## src/hdl/nes_mapper67_bank_irq_core_defines.svh

```systemverilog
// Assertion macros shared by the bank and scanline-interrupt mapper RTL.
// Included by the modules that carry concurrent assertions; needs clk and rst_n in scope.
`ifndef NES_MAPPER67_BANK_IRQ_CORE_DEFINES_SVH
`define NES_MAPPER67_BANK_IRQ_CORE_DEFINES_SVH

// Condition must hold in the same cycle as the trigger.
`define NM67_ASSERT_SAME(label, trig, cond) \
  label: assert property (@(posedge clk) disable iff (!rst_n) (trig) |-> (cond)) \
    else $error("nm67 assertion failed");

// Condition must hold in the cycle after the trigger.
`define NM67_ASSERT_NEXT(label, trig, cond) \
  label: assert property (@(posedge clk) disable iff (!rst_n) (trig) |=> (cond)) \
    else $error("nm67 assertion failed");

`endif

```

## src/hdl/nm67_pkg.sv

```systemverilog
// Shared types and constants for the bank and scanline-interrupt mapper.
// Used by nm67_mod_unit and nes_mapper67_bank_irq_core; no dependencies.
package nm67_pkg;

  // Command codes carried in the input tuser field.
  localparam logic [1:0] CMD_WRITE = 2'd0;
  localparam logic [1:0] CMD_TICK  = 2'd1;
  localparam logic [1:0] CMD_INIT  = 2'd2;

  // Register select codes: CPU address bits 15..11.
  localparam logic [4:0] REG_CHR0   = 5'h11;  // 0x8800
  localparam logic [4:0] REG_CHR1   = 5'h13;  // 0x9800
  localparam logic [4:0] REG_CHR2   = 5'h15;  // 0xA800
  localparam logic [4:0] REG_CHR3   = 5'h17;  // 0xB800
  localparam logic [4:0] REG_IRQ_LD = 5'h19;  // 0xC800
  localparam logic [4:0] REG_IRQ_EN = 5'h1B;  // 0xD800
  localparam logic [4:0] REG_MIRROR = 5'h1D;  // 0xE800
  localparam logic [4:0] REG_PRG    = 5'h1F;  // 0xF800

  // Configuration register indexes.
  localparam logic CFG_CHR_SIZE = 1'b0;
  localparam logic CFG_PRG_SIZE = 1'b1;

  localparam logic [8:0] LAST_VISIBLE_LINE = 9'd239;
  localparam logic [7:0] IRQ_MATCH         = 8'hF6;
  localparam int         IRQ_EN_BIT        = 4;     // data bit that sets the enable

  localparam int MOD_W = 11;  // widest modulus: 8 * 255

  typedef struct packed {
    logic             start;
    logic [7:0]       dividend;
    logic [MOD_W-1:0] modulus;
  } mu_ctrl_t;

  typedef struct packed {
    logic       done;
    logic [7:0] rem;
  } mu_sts_t;

endpackage

```

## src/hdl/nes_mapper67_bank_irq_core.sv

```systemverilog
// Top level of the cartridge bank mapper with scanline interrupt.
// Depends on nm67_pkg, nm67_mod_unit and nes_mapper67_bank_irq_core_defines.svh.
//
// Usage: each input transaction carries one command in in_tuser (CPU write,
// horizontal-sync tick or init) with its address, data, scanline and render
// flag in in_tdata. Every input transaction yields exactly one output
// transaction that reports the four CHR pair pages, the PRG page, the
// mirroring mode and whether this tick raised the interrupt request.
// The configuration port sets the CHR and PRG ROM sizes; write it only while
// the block is idle.
// Timing: the block takes one transaction at a time. Init, tick, mirroring and
// IRQ register writes are applied in the execute state, and the result is then
// loaded into the output register from the done state. CHR and PRG bank writes
// reduce the doubled data byte modulo the ROM size in a shared bit-serial
// remainder unit, one bit per cycle, and their result is loaded into the
// output register once the remainder unit has finished with the last bit.
// A finished result waits in the output register; while the receiver stalls
// the next transaction can be accepted and processed, and it completes once
// the output register has been taken. Reset clears all mapper state and sets
// both ROM sizes to one unit; no output is pending after reset.
module nes_mapper67_bank_irq_core (
  input  logic        clk,
  input  logic        rst_n,
  // Input channel.
  input  logic        in_tvalid,
  output logic        in_tready,
  input  logic [39:0] in_tdata,   // address[15:0], data[23:16], scanline[32:24],
                                  // render_enabled[33], zero fill[39:34]
  input  logic [1:0]  in_tuser,   // command[1:0]
  // Result channel.
  output logic        out_tvalid,
  input  logic        out_tready,
  output logic [47:0] out_tdata,  // chr_pair0_page[7:0], chr_pair1_page[15:8],
                                  // chr_pair2_page[23:16], chr_pair3_page[31:24],
                                  // prg_low_page[39:32], mirroring[41:40],
                                  // irq_request[42], zero fill[47:43]
  // Configuration port.
  input  logic        cfg_we,
  input  logic        cfg_index,
  input  logic [7:0]  cfg_wdata
);
  import nm67_pkg::*;

`include "nes_mapper67_bank_irq_core_defines.svh"

  localparam logic [1:0] ST_IDLE = 2'd0;
  localparam logic [1:0] ST_EXEC = 2'd1;
  localparam logic [1:0] ST_CALC = 2'd2;
  localparam logic [1:0] ST_DONE = 2'd3;

  logic [1:0] state_r;

  // Configuration.
  logic [7:0] chr_size_r;
  logic [7:0] prg_size_r;

  // Latched transaction.
  logic [1:0] cmd_r;
  logic [4:0] sel_r;
  logic [7:0] data_r;
  logic [8:0] line_r;
  logic       render_r;

  // Mapper state.
  logic [7:0] chr_base_r [4];
  logic [7:0] prg_base_r;
  logic [1:0] mirror_r;
  logic       irq_on_r;
  logic [7:0] irq_count_r;
  logic [7:0] irq_reload_r;
  logic       irq_r;

  // Output register.
  logic        out_tvalid_r;
  logic [47:0] out_tdata_r;

  mu_ctrl_t mu_ctrl;
  mu_sts_t  mu_sts;

  logic       in_acc;
  logic       out_free;
  logic       is_chr_sel;
  logic       tick_live;
  logic       irq_hit;
  logic [7:0] count_dec;
  logic [7:0] chr_top;

  assign in_acc    = in_tvalid && in_tready;
  assign in_tready = (state_r == ST_IDLE);
  assign out_free  = !out_tvalid_r || out_tready;

  assign is_chr_sel = (sel_r == REG_CHR0) || (sel_r == REG_CHR1) ||
                      (sel_r == REG_CHR2) || (sel_r == REG_CHR3);

  // A tick only counts on a visible, rendering scanline with the IRQ enabled.
  assign tick_live = irq_on_r && (line_r <= LAST_VISIBLE_LINE) && render_r;
  assign count_dec = irq_count_r - 8'd1;
  assign irq_hit   = tick_live && (count_dec == IRQ_MATCH);

  // Eight times the CHR size, wrapped to the page width, for the init defaults.
  assign chr_top = {chr_size_r[4:0], 3'b000};

  // The remainder unit sees the doubled data byte and the ROM size as a page count.
  always_comb begin
    mu_ctrl.start    = 1'b0;
    mu_ctrl.dividend = {data_r[6:0], 1'b0};
    mu_ctrl.modulus  = is_chr_sel ? {chr_size_r, 3'b000} : {2'b00, prg_size_r, 1'b0};
    if ((state_r == ST_EXEC) && (cmd_r == CMD_WRITE) && (is_chr_sel || sel_r == REG_PRG)) begin
      mu_ctrl.start = 1'b1;
    end
  end

  nm67_mod_unit u_mod (
    .clk    (clk),
    .rst_n  (rst_n),
    .ctrl_i (mu_ctrl),
    .sts_o  (mu_sts)
  );

  always_ff @(posedge clk) begin
    if (!rst_n) begin
      chr_size_r <= 8'd1;
      prg_size_r <= 8'd1;
    end else if (cfg_we) begin
      case (cfg_index)
        CFG_CHR_SIZE: chr_size_r <= cfg_wdata;
        CFG_PRG_SIZE: prg_size_r <= cfg_wdata;
        default: ;
      endcase
    end
  end

  always_ff @(posedge clk) begin
    if (in_acc) begin
      cmd_r    <= in_tuser;
      sel_r    <= in_tdata[15:11];
      data_r   <= in_tdata[23:16];
      line_r   <= in_tdata[32:24];
      render_r <= in_tdata[33];
    end
  end

  // Sequencer and mapper state updates.
  always_ff @(posedge clk) begin
    if (!rst_n) begin
      state_r      <= ST_IDLE;
      chr_base_r   <= '{default: 8'd0};
      prg_base_r   <= '0;
      mirror_r     <= '0;
      irq_on_r     <= 1'b0;
      irq_count_r  <= '0;
      irq_reload_r <= '0;
      irq_r        <= 1'b0;
    end else begin
      case (state_r)
        ST_IDLE: begin
          if (in_acc) begin
            state_r <= ST_EXEC;
          end
        end
        ST_EXEC: begin
          // Bank writes go on to the remainder unit; everything else is done here.
          irq_r   <= (cmd_r == CMD_TICK) && irq_hit;
          state_r <= mu_ctrl.start ? ST_CALC : ST_DONE;
          case (cmd_r)
            CMD_WRITE: begin
              case (sel_r)
                REG_IRQ_LD: begin
                  irq_count_r  <= irq_reload_r;
                  irq_reload_r <= data_r;
                end
                REG_IRQ_EN: irq_on_r <= data_r[IRQ_EN_BIT];
                REG_MIRROR: mirror_r <= data_r[1:0];
                default: ;
              endcase
            end
            CMD_TICK: begin
              if (tick_live) begin
                irq_count_r <= irq_hit ? irq_reload_r : count_dec;
              end
            end
            CMD_INIT: begin
              chr_base_r[0] <= 8'd0;
              chr_base_r[1] <= 8'd2;
              chr_base_r[2] <= chr_top - 8'd4;
              chr_base_r[3] <= chr_top - 8'd2;
              prg_base_r    <= '0;
              irq_on_r      <= 1'b0;
              irq_count_r   <= '0;
              irq_reload_r  <= '0;
            end
            default: ;
          endcase
        end
        ST_CALC: begin
          if (mu_sts.done) begin
            state_r <= ST_DONE;
            case (sel_r)
              REG_CHR0: chr_base_r[0] <= mu_sts.rem;
              REG_CHR1: chr_base_r[1] <= mu_sts.rem;
              REG_CHR2: chr_base_r[2] <= mu_sts.rem;
              REG_CHR3: chr_base_r[3] <= mu_sts.rem;
              default:  prg_base_r    <= mu_sts.rem;
            endcase
          end
        end
        ST_DONE: begin
          if (out_free) begin
            state_r <= ST_IDLE;
          end
        end
        default: state_r <= ST_IDLE;
      endcase
    end
  end

  // Output register: loaded with a snapshot of the updated state.
  always_ff @(posedge clk) begin
    if (!rst_n) begin
      out_tvalid_r <= 1'b0;
    end else if ((state_r == ST_DONE) && out_free) begin
      out_tvalid_r <= 1'b1;
    end else if (out_tready) begin
      out_tvalid_r <= 1'b0;
    end
  end

  always_ff @(posedge clk) begin
    if ((state_r == ST_DONE) && out_free) begin
      out_tdata_r <= {5'b00000, irq_r, mirror_r, prg_base_r,
                      chr_base_r[3], chr_base_r[2], chr_base_r[1], chr_base_r[0]};
    end
  end

  assign out_tvalid = out_tvalid_r;
  assign out_tdata  = out_tdata_r;

  // The block is busy in the cycle after it takes a transaction.
  `NM67_ASSERT_NEXT(a_busy_after_accept, in_acc, !in_tready)
  // The remainder unit only finishes while the sequencer waits for it.
  `NM67_ASSERT_SAME(a_done_in_calc, mu_sts.done, state_r == ST_CALC)
  // An interrupt request can only come from a sync tick.
  `NM67_ASSERT_SAME(a_irq_from_tick, (state_r == ST_DONE) && irq_r, cmd_r == CMD_TICK)
  // A stalled result is never overwritten by the next transaction.
  `NM67_ASSERT_NEXT(a_hold_stalled, out_tvalid_r && !out_tready, out_tvalid_r)

endmodule

```

## src/hdl/nm67_mod_unit.sv

```systemverilog
// Bit-serial restoring remainder unit: 8-bit dividend modulo an 11-bit modulus.
// Depends on nm67_pkg for the control and status structs.
module nm67_mod_unit (
  input  logic               clk,
  input  logic               rst_n,
  input  nm67_pkg::mu_ctrl_t ctrl_i,
  output nm67_pkg::mu_sts_t  sts_o
);
  import nm67_pkg::*;

  logic             busy_r;
  logic [2:0]       cnt_r;
  logic [7:0]       rem_r;
  logic [7:0]       dvd_r;
  logic [MOD_W-1:0] mod_r;
  logic             done_r;

  logic [8:0]       trial;
  logic [MOD_W-1:0] diff;
  logic             ge;
  logic [7:0]       rem_nxt;

  // One quotient bit per cycle. The running remainder never exceeds the
  // dividend prefix, so it stays within 8 bits; a zero modulus leaves it untouched.
  always_comb begin
    trial   = {rem_r, dvd_r[7]};
    ge      = {2'b00, trial} >= mod_r;
    diff    = {2'b00, trial} - mod_r;
    rem_nxt = ge ? diff[7:0] : trial[7:0];
  end

  always_ff @(posedge clk) begin
    if (!rst_n) begin
      busy_r <= 1'b0;
      cnt_r  <= '0;
      done_r <= 1'b0;
    end else begin
      done_r <= 1'b0;
      if (ctrl_i.start) begin
        busy_r <= 1'b1;
        cnt_r  <= '0;
      end else if (busy_r) begin
        cnt_r <= cnt_r + 3'd1;
        if (cnt_r == 3'd7) begin
          busy_r <= 1'b0;
          done_r <= 1'b1;
        end
      end
    end
  end

  always_ff @(posedge clk) begin
    if (ctrl_i.start) begin
      rem_r <= '0;
      dvd_r <= ctrl_i.dividend;
      mod_r <= ctrl_i.modulus;
    end else if (busy_r) begin
      rem_r <= rem_nxt;
      dvd_r <= {dvd_r[6:0], 1'b0};
    end
  end

  assign sts_o.done = done_r;
  assign sts_o.rem  = rem_r;

endmodule
```

## config.mk

```make
export PLATFORM = sky130hd
export DESIGN_NAME = nes_mapper67_bank_irq_core
export DESIGN_NICKNAME = d
export VERILOG_FILES = /design/src/hdl/nm67_pkg.sv /design/src/hdl/nes_mapper67_bank_irq_core.sv /design/src/hdl/nm67_mod_unit.sv
export VERILOG_INCLUDE_DIRS = /design/src /design/src/hdl
export SDC_FILE = /design/constraint.sdc
export NUM_CORES = 1
export LEC_CHECK = 0
export ABC_AREA = 0
export CORE_MARGIN = 1.5
export CORE_UTILIZATION = 60
export CTS_BUF_LIST = sky130_fd_sc_hd__clkbuf_8
export CTS_CLUSTER_DIAMETER = 100
export DETAILED_ROUTE_END_ITERATION = 8
export DONT_BUFFER_PORTS = 1
export PLACE_DENSITY = 0.77
export RECOVER_POWER = 25
export SLEW_MARGIN = 15
export SYNTH_ARGS = -nofsm -noshare
export SYNTH_HDL_FRONTEND = slang
export SYNTH_SLANG_ARGS = --single-unit
export TNS_END_PERCENT = 1
```

## constraint.sdc

```tcl
create_clock -name clk -period 3.66 [get_ports clk]
set_input_delay 0.183 -clock clk [delete_from_list [all_inputs] [get_ports clk]]
set_output_delay 0.183 -clock clk [all_outputs]
set_load 0.05 [all_outputs]
```

==> results by group <==
Finish
  • Multi-input logic area: 2870 µm²
  • Diode count: 0
  • Sequential standard cell area: 4270 µm²
  • Fin area: 8190 µm²
  • Final cell count without fillers: 836
  • Share of cells above drive strength 1: 0.0798
  • Area grow syn2layout: 10.9%
  • # fillers: 936
  • Nets: 754

Setup path
  • WP data arrival: 3290 ps
  • Req. time, crit path: 4040 ps
  • R2R cell count: 10
  • Register-to-register setup slack: 750 ps
  • CP startpoint kind: flop
  • Critical Path End Type: flop
  • Setup CP Type: flop to flop
  • Max FO, Critical Path: 5

Power and ir drop
  • Clock power frac: 0.238
  • Peak supply drop: 339 µV
  • Int Power: 3.37 mW
  • LEAKAGE: 3.07 nW
  • Flop pwr share: 0.519
  • Net Switching: 1.77 mW
  • Power per cell area: 628 nW/µm²
  • Total power: 5.14 mW
  • Logic pwr share: 0.243
  • Sw frac: 0.344

Global route
  • GR Overflow Total: 0
  • Largest net degree at the start of global routing: 83
  • Initial antenna violation count: 0
  • Total GRT Usage: 0.228
  • Vias in the first global route: 4,551
  • First-pass GRT wire length: 22,800 µm

Synth
  • Synth Warn #: 0
  • Syn Area/Cell: 11.3 µm²
  • Ys flop type: dfxtp_1
  • Commonest cells post-synth: 92 x dfxtp_1, 81 x edfxtp_1, 70 x nand2_1
  • Synth Register Bits: 173
  • Number of enable flip-flop cells after synthesis: 81
  • Mapped Cells: 651
  • Most numerous cell in the Yosys netlist: dfxtp_1
  • Area leader, netlist: edfxtp_1
  • Mapped Area: 7390 µm²
  • Yosys top cell area share: 0.329
  • Sequential share of the synthesized area: 0.579
  • Ys async rst share: 0
  • Synth area leaders: edfxtp_1 33%, dfxtp_1 25%, mux2i_1 6.8%, nor2b_1 5.1%, ha_1 3.6%
  • Synth cell types: 60

Min path
  • Worst min-delay path class: primary input to flop
  • WHS Path Cells: 3

STA
  • Fin. max-slew vios: 0
  • Period Utilization, post-route: 0.794
  • Slew of the pin with the lowest slew margin: 995 ps
  • Clock skew: 8.89 ps
  • Final setup fails: 0
  • Max frequency: 0.344 GHz
  • Hold Slack: 57.0 ps
  • TNS Setup: 0 ps
  • Crit path time final: 2910 ps
  • RSZ-0062 raised after global routing: no
  • Final hold violation count: 0
  • Relative slew slack: 0.337

Placed design
  • Placed cells: 768
  • Dpl hpwl: 9380 µm
  • GPL Wtd Cong: 0.912
  • DP Area: 7440 µm²
  • Port buffer count: 0

Routing
  • Via count: 4,710
  • Vias per Instance: 5.63
  • Drt initial violations: 244
  • Drt total wl: 13,800 µm
  • Residual DRC: 0
  • DRT Pass-1 Iters: 5
  • Drt wl/cell: 16.6 µm
  • Post-route ant nets: 0

Die
  • Die ar.: 13,000 µm²
  • Die Span X: 114 µm
  • Std cell rows: 40
  • Io pins: 106
  • Core footprint: 12,000 µm²
  • Die Span Y: 114 µm
  • Initial core utilization: 0.615

Clock network
  • Clock Tree Buf Depth: 2
  • Root Driver: clkbuf_8
  • Hold-fix buffer count after cts: 35
  • CTS tree: built
  • Number of H-tree levels: 4
  • Clk sinks: 173
  • Clk slew on worst S/H paths: 90 ps
  • Post-cts sizing count: 0
  • Post-CTS Repair Setup Buffers: 0
  • Num CTS Buffers: 17
  • Skew-Pair Late Insertion Delay: 450 ps

Run
  • Maxcap violations: 0

Run status
  • Status: completed
## sequential cells by signal, indices dropped and copies added, names as in the netlist, 2 cells and up
signal        flops
u_mod.cnt_r       3
irq_reload_r      8
out_tdata        43
data_r            8
u_mod.dvd_r       7
prg_size_r        8
mirror_r          2
irq_count_r       8
chr_size_r        8
u_mod.rem_r       8
line_r            5
cmd_r             2
u_mod.mod_r      10
chr_base_r       32
sel_r             5
state_r           2
prg_base_r        8
## layer usage
| layer | vias to the layer above | global-route usage | share of wire |
|---|---|---|---|
| li1 | 2309 | - | - |
| met5 | - | 0 | 0 |
| met4 | 0 | 0.0883 | 0.020 |
| met2 | 132 | 0.378 | 0.49 |
| met1 | 2246 | 0.294 | 0.45 |
| met3 | 23 | 0.0489 | 0.037 |
## cell usage in the layout, fill, tap and decap left out, types with 3 or more instances in the layout
cell type and count:
ha_1 21, nand2b_1 8, or3_1 4, xor2_1 5, a21oi_2 3, conb_1 5, nor2b_1 59, dlygate4sd3_1 34
nand2_1 70, a21oi_1 19, o21bai_1 3, nand4_1 3, a211oi_1 3, o21ai_0 17, edfxtp_1 81, nor2_1 20
xnor2_1 7, mux2i_1 50, o211ai_1 8, nor3_1 8, dfxtp_1 92, nand3_1 14, o21a_1 4, mux2_2 7
a31oi_1 3, inv_1 29, and2_1 15, clkinv_2 3, clkinvlp_4 4, a21boi_0 19, nor3b_1 10, clkbuf_8 18
## cells by family after synthesis
group | count (synthesis) | share of synthesized area
muxes | 59 | 0.0825
xor gates and xnor gates | 13 | 0.0164
other | 1 | 0.000508
buffers and inverters | 62 | 0.0354
AOI/OAI and AO/OA | 93 | 0.0832
adders and majority gates | 22 | 0.0383
DFF | 173 | 0.579
and+or+nand+nor | 228 | 0.165
## through the flow
stage                     worst slack [ps]   util
after floorplan                        581      -
after global placement                 965  0.619
after detailed placement               811  0.619
after CTS                              787  0.680
after global routing                   642  0.682
final                                  754  0.682
## final timing paths
check | from | end
min | cfg_index | chr_size_r[4]
min reg2reg | chr_base_r[27] | out_tdata[3]
max | u_mod.rem_r[0] | u_mod.rem_r[7]
max reg2reg | u_mod.rem_r[0] | u_mod.rem_r[7]
## worst max-delay path: stages (launching register included)
cell and delay [ps]:
dfxtp_1 400, inv_1 60, ha_1 230, fa_1 410, nor2b_1 150, o21ai_1 100
a21boi_0 350, o31a_1 260, o21ai_1 160, or4_1 550, a31oi_1 170
## area by class of cell
cell class | count | area share
clock buffers | 18 | 0.0302
clock inverters | 14 | 0.0147
inverters | 28 | 0.0128
multi-input cells | 420 | 0.351
flip-flops and latches | 173 | 0.522
well taps | 147 | 0.0224
repair buffers | 36 | 0.0473
## power groups by stage
stage               logic (mW)  registers, mW  clock network (mW)
finish                    1.25           2.67                1.22
CTS                       1.24           2.67                1.26
detailed placement        1.18           2.71                   0
floorplan                 1.00           2.64                   0
global route              1.38           2.70                1.33
global placement          1.13           2.70                   0
Power figures use the tool's default switching activity.
